[src/rtl/tbp_pkg.sv]
// Shared constants, types and counter functions for the tournament branch predictor.
package tbp_pkg;

	// Table geometry and counter widths
	localparam int PC_BITS            = 64;
	localparam int BIMODAL_INDEX_BITS = 12;
	localparam int GSHARE_INDEX_BITS  = 12;
	localparam int HISTORY_BITS       = 8;
	localparam int COUNTER_BITS       = 2;
	localparam int CHOOSER_BITS       = 2;

	localparam int BIMODAL_DEPTH = 2 ** BIMODAL_INDEX_BITS;
	localparam int GSHARE_DEPTH  = 2 ** GSHARE_INDEX_BITS;

	// Clear sequencer walks the deeper of the two tables
	localparam int CLEAR_BITS = (BIMODAL_INDEX_BITS > GSHARE_INDEX_BITS) ?
		BIMODAL_INDEX_BITS : GSHARE_INDEX_BITS;

	// Result queue
	localparam int RES_DEPTH      = 3;
	localparam int RES_PTR_BITS   = $clog2(RES_DEPTH);
	localparam int RES_COUNT_BITS = $clog2(RES_DEPTH + 1);

	typedef logic [PC_BITS-1:0]            pc_t;
	typedef logic [COUNTER_BITS-1:0]       ctr_t;
	typedef logic [CHOOSER_BITS-1:0]       chooser_t;
	typedef logic [HISTORY_BITS-1:0]       hist_t;
	typedef logic [BIMODAL_INDEX_BITS-1:0] bim_idx_t;
	typedef logic [GSHARE_INDEX_BITS-1:0]  gsh_idx_t;
	typedef logic [CLEAR_BITS-1:0]         clr_idx_t;
	typedef logic [RES_COUNT_BITS-1:0]     res_count_t;

	localparam ctr_t     CTR_HALF     = COUNTER_BITS'(2 ** (COUNTER_BITS - 1));
	localparam ctr_t     CTR_MAX      = {COUNTER_BITS{1'b1}};
	localparam chooser_t CHOOSER_HALF = CHOOSER_BITS'(2 ** (CHOOSER_BITS - 1));
	localparam chooser_t CHOOSER_MAX  = {CHOOSER_BITS{1'b1}};
	localparam clr_idx_t CLEAR_LAST   = {CLEAR_BITS{1'b1}};

	typedef struct packed {
		logic predicted_taken;
		logic used_gshare;
	} result_t;

	// Saturating step of a table counter toward the outcome
	function automatic ctr_t ctr_train(ctr_t v, logic up);
		ctr_t r;
		r = v;
		if (up && (v != CTR_MAX)) begin
			r = v + ctr_t'(1);
		end else if (!up && (v != '0)) begin
			r = v - ctr_t'(1);
		end
		return r;
	endfunction

	// Move the chooser toward whichever component alone was right
	function automatic chooser_t chooser_train(chooser_t c, logic bim_ok, logic gsh_ok);
		chooser_t r;
		r = c;
		if (bim_ok && !gsh_ok && (c != '0)) begin
			r = c - chooser_t'(1);
		end else if (!bim_ok && gsh_ok && (c != CHOOSER_MAX)) begin
			r = c + chooser_t'(1);
		end
		return r;
	endfunction

	// Gshare index: low index bits of pc XOR history
	function automatic gsh_idx_t gshare_index(pc_t pc, hist_t h);
		pc_t hx;
		hx = PC_BITS'(h);
		return pc[GSHARE_INDEX_BITS-1:0] ^ hx[GSHARE_INDEX_BITS-1:0];
	endfunction

endpackage

[src/rtl/tbp_result_fifo.sv]
// Small result queue between the training stage and the prediction output.
module tbp_result_fifo
	import tbp_pkg::*;
(
	input  logic       clk,
	input  logic       arst_n,
	input  logic       push,
	input  result_t    push_word,
	input  logic       pop,
	output logic       not_empty,
	output result_t    head_word,
	output res_count_t count
);

	result_t                 entries [RES_DEPTH];
	logic [RES_PTR_BITS-1:0] rd_ptr_q;
	logic [RES_PTR_BITS-1:0] wr_ptr_q;
	res_count_t              count_q;

	// Store the incoming word
	always_ff @(posedge clk) begin
		if (push) begin
			entries[wr_ptr_q] <= push_word;
		end
	end

	// Advance pointers and occupancy
	always_ff @(posedge clk or negedge arst_n) begin
		if (!arst_n) begin
			rd_ptr_q <= '0;
			wr_ptr_q <= '0;
			count_q  <= '0;
		end else begin
			if (push) begin
				wr_ptr_q <= (wr_ptr_q == RES_PTR_BITS'(RES_DEPTH - 1)) ? '0 :
					wr_ptr_q + RES_PTR_BITS'(1);
			end
			if (pop) begin
				rd_ptr_q <= (rd_ptr_q == RES_PTR_BITS'(RES_DEPTH - 1)) ? '0 :
					rd_ptr_q + RES_PTR_BITS'(1);
			end
			if (push && !pop) begin
				count_q <= count_q + res_count_t'(1);
			end else if (!push && pop) begin
				count_q <= count_q - res_count_t'(1);
			end
		end
	end

	assign not_empty = (count_q != '0);
	assign head_word = entries[rd_ptr_q];
	assign count     = count_q;

	// Queue must never overflow or underflow
	a_no_overflow: assert property (@(posedge clk) disable iff (!arst_n)
		push |-> (count_q != res_count_t'(RES_DEPTH)) || pop)
		else $error("result queue overflow");

	a_no_underflow: assert property (@(posedge clk) disable iff (!arst_n)
		pop |-> count_q != '0)
		else $error("result queue underflow");

	a_count_bound: assert property (@(posedge clk) disable iff (!arst_n)
		count_q <= res_count_t'(RES_DEPTH))
		else $error("result queue count out of range");

endmodule

[config.mk]
export PLATFORM = sky130hd
export DESIGN_NAME = tbp_result_fifo
export DESIGN_NICKNAME = d
export VERILOG_FILES = /design/src/rtl/tbp_pkg.sv /design/src/rtl/tbp_result_fifo.sv
export SDC_FILE = /design/constraint.sdc
export NUM_CORES = 1
export LEC_CHECK = 0
export BUFFER_PORTS_ARGS = -buffer_cell sky130_fd_sc_hd__buf_2
export CORE_AREA = 2 2 39 41
export DETAILED_ROUTE_END_ITERATION = 8
export DIE_AREA = 0 0 41 43
export PLACE_DENSITY = 0.63
export SETUP_SLACK_MARGIN = 0.3
export SLEW_MARGIN = 20
export SYNTH_ARGS = -nofsm -noshare
export SYNTH_HDL_FRONTEND = slang
export SYNTH_SLANG_ARGS = --single-unit
[constraint.sdc]
create_clock -name clk -period 1.23 [get_ports clk]
set_input_delay 0.1845 -clock clk [delete_from_list [all_inputs] [get_ports clk]]
set_output_delay 0.1845 -clock clk [all_outputs]
set_load 0.1 [all_outputs]
Word level (Yosys, flattened, before mapping)
Memory sizes are Yosys's and may differ from the RTL's.
Cells that the tools add are included.
{"block": "op_classes", "eq_ne": 2, "reduce_logical": 6, "shifts": 0, "n_mux": 6, "add_sub_neg": 4, "mul": 0, "div_mod_pow": 0, "bitwise_logic": 0, "order_cmp": 0}
{"op": "two-way mux 2 bit", "count": 4}
{"op": "adder 2 x 1 -> 2 bit (second input constant)", "count": 3}
{"op": "== test 2 bit (second input constant)", "count": 2}
{"op": "nonzero test 2 bit", "count": 2}
{"op": "logical AND 1 bit", "count": 2}
{"op": "logical NOT 1 bit", "count": 2}
{"op": "two-way mux 1 bit", "count": 2}
{"op": "subtractor 2 x 1 -> 2 bit (second input constant)", "count": 1}
{"block": "totals", "romBits": 0, "register_bits": 6, "ram_bits": 6, "latch_bits": 0, "input_bits": 6, "memories": 1}
{"name": "entries", "depth": 3, "width": 2, "rd": 1, "rd_ports_with_merged_regs": 0, "wr": 1, "line_no": "tbp_result_fifo.sv:15", "source": "result_t entries [RES_DEPTH];"}

Depth between registers and ports, before layout
Gate-level depths: netlist (run 1).
{"block": "depth", "depth_word": 4, "depth_mapped": 5, "mapped_depth_nobuf": 5}

Worst setup path before layout (run 1)
OpenSTA, ideal clock, no wires.
{"block": "synth_timing", "kind": "flip-flop to output port", "startpoint": "register rd_ptr_q[0]", "endpoint": "output head_word[0] (netlist bit)", "path_stages_with_launch": 3, "setup_slack_ps": -1573, "t_required_ps": 1046, "path_buffers": 0, "t_arrival_ps": 2618, "cell_sequence": "dfrtp_1 > mux2i_1 > o21ai_0"}
{"item": "start: declaration", "line_no": "tbp_result_fifo.sv:16", "source": "logic [RES_PTR_BITS-1:0] rd_ptr_q;"}
{"item": "start signal: assignment", "line_no": "tbp_result_fifo.sv:39", "source": "rd_ptr_q <= (rd_ptr_q == RES_PTR_BITS'(RES_DEPTH - 1)) ? '0 :"}
{"item": "end: declaration", "line_no": "tbp_result_fifo.sv:11", "source": "output result_t head_word,"}

==> results of run 1 <==
## flip-flops by register name, indices dropped and copies added (netlist names)
register,flops
count,2
entries,6
rd_ptr_q,2
wr_ptr_q,2
## cells by family (layout without fill, tap and decap cells)
family,count (synthesis),in the layout
adder cells (fa/ha/maj),1,1
multiplexers,3,3
flip-flops,12,12
XOR/XNOR,3,3
AND/OR/NAND/NOR,10,10
AO/OA/AOI/OAI,5,5
buffers and inverters,3,24
## through the flow
step / setup WS (ns) / util / setup TNS, ns
CTS: -0.192 / 0.561 / -0.507
finish: -0.179 / 0.582 / -0.481
global placement: 0.0755 / 0.488 / 0
floorplan: -0.0536 / - / -0.107
global route: -0.233 / 0.582 / -0.655
detailed placement: 0.0665 / 0.488 / 0
## routing by layer
metal  GRT usage  wire length (um)  up-vias
met5           0                 0        -
met4      0.0800                16        0
met3      0.0314                26        3
met2       0.200               500        7
met1       0.142               310      158
li1            -                 -      168
## timing repair
action                                  CTS  global route
hold buffers                              1             0
gates resized for setup                  16             2
endpoints found under the hold margin     6             0
pin swaps                                 3             4
setup buffers                             1             3
endpoints found under the setup margin   13            14
## area by class of cell
class / instances / area share
clock buffer: 3 / 0.0280
clock inverter: 1 / 0.00466
inverter: 3 / 0.0140
multi-input combinational: 22 / 0.272
sequential: 12 / 0.424
tap: 16 / 0.0248
timing repair buffer: 17 / 0.233
## worst min-delay path by stage
stage,from,to,cells after the start
6_report,push_word[0],entries[1][0],1
3_3_place_gp,arst_n,count[1],1
4_1_cts,push_word[0],entries[2][0],1
2_1_floorplan,arst_n,rd_ptr_q[0],0
3_5_place_dp,arst_n,count[1],1
5_1_grt,pop,rd_ptr_q[0],2
## layout by cell type (no fill, tap or decap), types with 2 or more instances in the layout
cell / count
edfxtp_1: 6
buf_2: 5
buf_12: 5
buf_4: 4
nand2_1: 3
inv_1: 3
clkbuf_4: 3
dfrtp_2: 3
mux2i_2: 2
o21ai_4: 2
a21o_1: 2
xor2_1: 2
dfrtp_4: 2
buf_6: 2
==> results.tsv, run 1 <==
metric	value	unit
grt ovf	0	
largest family of logic cells by synthesized area	simple AND/OR/NAND/NOR gates	
antenna violations before repair	0	
worst path bufs/invs	1	
Seq cells post-synth	12	
worst reg2reg setup slack	0.14	ns
critical-path maximum fanout	3	
final setup vio count	3	
Starting Density	0.353	
compound-gate portion of the synthesized area	0.0615	
RSZ-0062 raised after global routing	true	
Reg2Reg Capture Point	count[1]	
Critical Path Stages	3	
FMAX	0.710	GHz
DIE AREA	0.00176	sq mm
multiplexer share of the synthesized area	0.0615	
Post-synth ARST share	0.500	
xor/xnor share of the synthesized area	0.0538	
worst path required time	1.05	ns
Clock Skews	0.00177	ns
IO Pins	11	
clk_lat worst skew	0.27	ns
DRC viols	0	
CTS H-tree lvls	1	
Mapped Nets	44	
CP Data Arrival Time	1.22	ns
fraction of layout cells with a size suffix above 1	0.586	
area leader, netlist	edfxtp_1	
Final Worst Setup Slack	-0.179	ns
core box area	0.00138	sq mm
crit path from	rd_ptr_q[0]	
Syn-to-layout area delta	65.1	%
slowest stage delay, CP	0.43	ns
Final Cycle Share	1.15	
Clock Path Buffers	2	
Multi-input gate area	219	sq um
vias in the first global route	346	
failing checks	setup timing	
CP Class	flop to primary output	
Final Hold Slack	0.111	ns
average size of a mapped cell	13.2	sq um
Slew HR	0.858	
Clock Tree Root	clkbuf_4	
die height	43	um
WL per Instance	11.5	um
critical register-to-register path startpoint	count[0]	
via-per-instance ratio	4.54	
largest net degree at the start of global routing	8	
Crit-path slowest cell	dfrtp_1	
cell chain of the critical path	mux2i_2, o21ai_4, buf_12	
Setup crit end	head_word[0]	
RD Place Congestion	0.694	
Seq/Total Area, Yosys	0.677	
fin cells	74	
Tmin final	1.41	ns
Detail Route Antenna Nets	0	
filler instances	112	
worst hold path class	input port to flop	
CP delay by family, top	flip-flops	
Mapped Area	488	sq um
initial drt markers	2	
crit start category	flop	
actual slew at the worst max-slew pin	0.209	ns
Simple-Gate Fraction of Synth Area	0.0974	
Ys Warns	0	
Hold Vio Cnt, Final	0	
dpl cells	65	
DR vias	336	
Main synth FF type	edfxtp_1	
placed cell area	676	sq um
Post-synth top cells	dfrtp_1, edfxtp_1, nand2_1	
clk sinks	12	
Max Slew Vio Count	0	
DRT Wirelength	853	um
number of CTS-inserted buffers	3	
status	complete, but fails checks	
post-synthesis adder-cell area fraction	0.0256	
first-pass GRT wire length	1.38	mm
top cells by area, synth	edfxtp_1, dfrtp_1, mux2i_1	
Rows	14	
die width	41	um
max_cap viols	0	
post-synthesis instance total	37	
n_diodes	0	
CTS tree	done	
Post-synth EDFFs	6	
Netlist cell types	15	
port bufs	10	
First-pass DRT Iterations	3	
Reg clk slew, reported paths	0.07	ns
final instance area	806	sq um
FF/Latch Area	342	sq um
worst-case reg-to-reg path depth	4	
gr usage total	0.126	
CP endpoint kind	primary output	
# nets final	66	
share of the synthesized area in the top cell type	0.369	
Power of run 1 is left out: the tool's default activity adds up to more than one toggle a clock period on the data nets, which glitch-free logic cannot reach.
==> run 2: changes to the inputs <==
--- a/config.mk
+++ b/config.mk
@@ -12,4 +12,5 @@
 export PLACE_DENSITY = 0.63
 export SETUP_SLACK_MARGIN = 0.3
+export SKIP_CTS_REPAIR_TIMING = 1
 export SLEW_MARGIN = 20
 export SYNTH_ARGS = -nofsm -noshare
==> constraint.sdc (replaced) <==
create_clock -name clk -period 1.23 [get_ports clk]
set_input_delay 0.123 -clock clk [delete_from_list [all_inputs] [get_ports clk]]
set_output_delay 0.123 -clock clk [all_outputs]
set_load 0.1 [all_outputs]
==> results.tsv, run 2 (same netlist as run 1, synthesis figures left out) <==
metric	value	unit
port bufs	10	
gr usage total	0.122	
DRC viols	0	
WL per Instance	12.3	um
n_diodes	0	
CTS H-tree lvls	1	
Clock Tree Root	clkbuf_4	
RSZ-0062 raised after global routing	true	
final instance area	754	sq um
Max Slew Vio Count	0	
largest register by flop count	entries	
actual slew at the worst max-slew pin	0.216	ns
Tmin final	1.34	ns
max_cap viols	0	
worst path required time	1.11	ns
critical-path maximum fanout	3	
RD Place Congestion	0.718	
die width	41	um
DR vias	326	
fraction of layout cells with a size suffix above 1	0.558	
Syn-to-layout area delta	54.6	%
final setup vio count	3	
initial drt markers	0	
clk sinks	12	
worst hold path class	input port to flop	
Final Cycle Share	1.09	
die height	43	um
antenna violations before repair	0	
Final Hold Slack	0.0483	ns
most common cell after layout, fill and taps aside	edfxtp_1	
# nets final	60	
filler instances	122	
DRT Wirelength	834	um
Rows	14	
Reg clk slew, reported paths	0.07	ns
CTS tree	done	
dpl cells	63	
CP endpoint kind	primary output	
IO Pins	11	
first-pass GRT wire length	1.32	mm
Clock Skews	0.00168	ns
most frequent cells in the layout	edfxtp_1, buf_2, buf_12, dfrtp_2	
status	complete, but fails checks	
Multi-input gate area	219	sq um
setup TNS	-0.323	ns
Slew HR	0.853	
Hold Vio Cnt, Final	0	
Detail Route Antenna Nets	0	
placed cell area	661	sq um
largest net degree at the start of global routing	8	
crit start category	flop	
DIE AREA	0.00176	sq mm
max reg flops	6	
First-pass DRT Iterations	1	
grt ovf	0	
core box area	0.00138	sq mm
Clock Path Buffers	2	
fin cells	68	
clk_lat worst skew	0.27	ns
CP Class	flop to primary output	
number of CTS-inserted buffers	3	
vias in the first global route	312	
Final Worst Setup Slack	-0.113	ns
FF/Latch Area	343	sq um
CP Data Arrival Time	1.22	ns
failing checks	setup timing	
FMAX	0.745	GHz
via-per-instance ratio	4.79	
Starting Density	0.353	
[run 2: cell count changes in the layout (fill, tap and decap cells not counted), sizes merged]
| cell | change |
|---|---|
| buf | -6 |
[run 2: worst paths after layout]
check                      depth (start not counted)  slack [ns]         start             to
max                                                3       -0.11   rd_ptr_q[0]   head_word[1]
max reg2reg                                        3        0.18      count[0]       count[1]
min                                                1        0.05  push_word[0]  entries[1][0]
min reg2reg                                        1        0.56      count[1]       count[1]
max in group asynchronous                          2        0.88        arst_n       count[1]
min in group asynchronous                          2        0.19        arst_n    wr_ptr_q[0]
[run 2: layer usage]
metal	vias up	wire length, um	global-route usage
li1	156	-	-
met1	160	321	0.143
met2	7	456	0.178
met3	3	26	0.0314
met4	0	29	0.100
met5	-	0	0
[run 2: area by class of cell]
| type | count | share of cell area |
|---|---|---|
| Multi-Input combinational cell | 22 | 0.290 |
| Tap cell | 16 | 0.0265 |
| Inverter | 3 | 0.0149 |
| Timing Repair Buffer | 11 | 0.179 |
| Clock inverter | 1 | 0.00498 |
| Sequential cell | 12 | 0.454 |
| Clock buffer | 3 | 0.0299 |
[run 2: metrics by stage]
| stage | setup WS [ns] | utilization |
|---|---|---|
| after global placement | 0.0974 | 0.477 |
| after CTS | -0.219 | 0.496 |
| final | -0.113 | 0.545 |
| after detailed placement | 0.0905 | 0.477 |
| after global routing | -0.150 | 0.545 |
| after floorplan | 0.00788 | - |
[run 2: worst max-delay path, cell delays in order, from the launching register on]
cell and delay [ns]:
dfrtp_2 0.44, mux2i_2 0.17, o21ai_4 0.15, buf_12 0.19
Power of run 2 is left out for the same reason.
==> run 3: changes to the inputs <==
clock period = 1.65 ns   (was 1.23 ns; I/O delays follow)
==> results.tsv, run 3 (same netlist as run 1, synthesis figures left out) <==
metric	value	unit
CP Class	flop to primary output	
actual slew at the worst max-slew pin	0.482	ns
critical-path maximum fanout	3	
final setup vio count	0	
Reg clk slew, reported paths	0.07	ns
port bufs	10	
largest register by flop count	entries	
CP Data Arrival Time	1.22	ns
gr usage total	0.113	
most common cell after layout, fill and taps aside	buf_2	
DRT Wirelength	776	um
DR vias	310	
dpl hpwl	598	um
n_diodes	0	
Syn-to-layout area delta	36.7	%
critical register-to-register path startpoint	wr_ptr_q[1]	
clk sinks	12	
DIE AREA	0.00176	sq mm
Clock Path Buffers	2	
fraction of layout cells with a size suffix above 1	0.404	
RSZ-0062 raised after global routing	true	
Starting Density	0.353	
vias in the first global route	320	
CTS tree	done	
Hold Path Stages	1	
Max Slew Vio Count	0	
FMAX	0.723	GHz
Clock Skews	0.000814	ns
Detail Route Antenna Nets	0	
max reg flops	6	
# nets final	60	
RD Place Congestion	0.636	
CTS H-tree lvls	1	
most frequent cells in the layout	buf_2, edfxtp_1, nand2_1	
largest net degree at the start of global routing	8	
worst reg2reg setup slack	0.55	ns
WL per Instance	11.4	um
Clock Tree Root	clkbuf_4	
Hold Path Sink	entries[2][0]	
crit start category	flop	
CP endpoint kind	primary output	
clk_lat worst skew	0.26	ns
setup TNS	0	ns
FF/Latch Area	334	sq um
Slew HR	0.681	
die width	41	um
die height	43	um
First-pass DRT Iterations	4	
number of CTS-inserted buffers	3	
antenna violations before repair	0	
initial drt markers	1	
via-per-instance ratio	4.56	
worst hold path class	input port to flop	
filler instances	130	
worst path required time	1.48	ns
core box area	0.00138	sq mm
DRC viols	0	
Hold Vio Cnt, Final	0	
max_cap viols	0	
Tmin final	1.38	ns
Rows	14	
status	finished clean	
IO Pins	11	
grt ovf	0	
worst-case reg-to-reg path depth	1	
first-pass GRT wire length	1.24	mm
Reg2Reg Capture Point	entries[0][0]	
hold path startpoint	push_word[0]	
Final Cycle Share	0.838	
Multi-input gate area	179	sq um
[run 3: per-layer routing]
| metal | GRT usage | up-vias | wire length [um] |
|---|---|---|---|
| li1 | - | 154 | - |
| met1 | 0.127 | 151 | 335 |
| met2 | 0.172 | 5 | 407 |
| met3 | 0.0314 | 0 | 33 |
| met4 | 0.0800 | 0 | 0 |
| met5 | 0 | - | 0 |
[run 3: final cells by class]
cell class	instances	area share
Inverter	3	0.0169
Sequential cell	12	0.501
Multi-Input combinational cell	22	0.268
Clock inverter	1	0.00563
Clock buffer	3	0.0338
Tap cell	16	0.0300
Timing Repair Buffer	11	0.144
[run 3: worst max path at each step]
stage | from | end | slack [ns]
6_report | rd_ptr_q[0] | head_word[1] | 0.27
5_1_grt | rd_ptr_q[0] | head_word[0] | 0.21
4_1_cts | rd_ptr_q[1] | head_word[1] | 0.01
3_5_place_dp | rd_ptr_q[1] | head_word[1] | 0.31
3_3_place_gp | rd_ptr_q[1] | head_word[1] | 0.34
2_1_floorplan | rd_ptr_q[0] | head_word[0] | 0.39
[run 3: per-stage QoR]
| step | instances | area [sq um] | setup WS [ns] | hold WS [ns] | util |
|---|---|---|---|---|---|
| 2_1_floorplan | 37 | 515 | 0.386 | -0.131 | - |
| 6_report | 68 | 667 | 0.267 | 0.0970 | 0.482 |
| 4_1_cts | 67 | 612 | 0.0128 | -0.294 | 0.442 |
| 3_5_place_dp | 63 | 586 | 0.315 | -0.000679 | 0.423 |
| 5_1_grt | 68 | 667 | 0.209 | 0.100 | 0.482 |
| 3_3_place_gp | 63 | 586 | 0.337 | -0.000234 | 0.423 |
[run 3: worst max-delay path, cell delays in order (launching register included)]
cell and delay, ns:
dfrtp_1 0.42, mux2i_2 0.29, o21ai_4 0.08, buf_12 0.16
Power of run 3 is left out for the same reason.
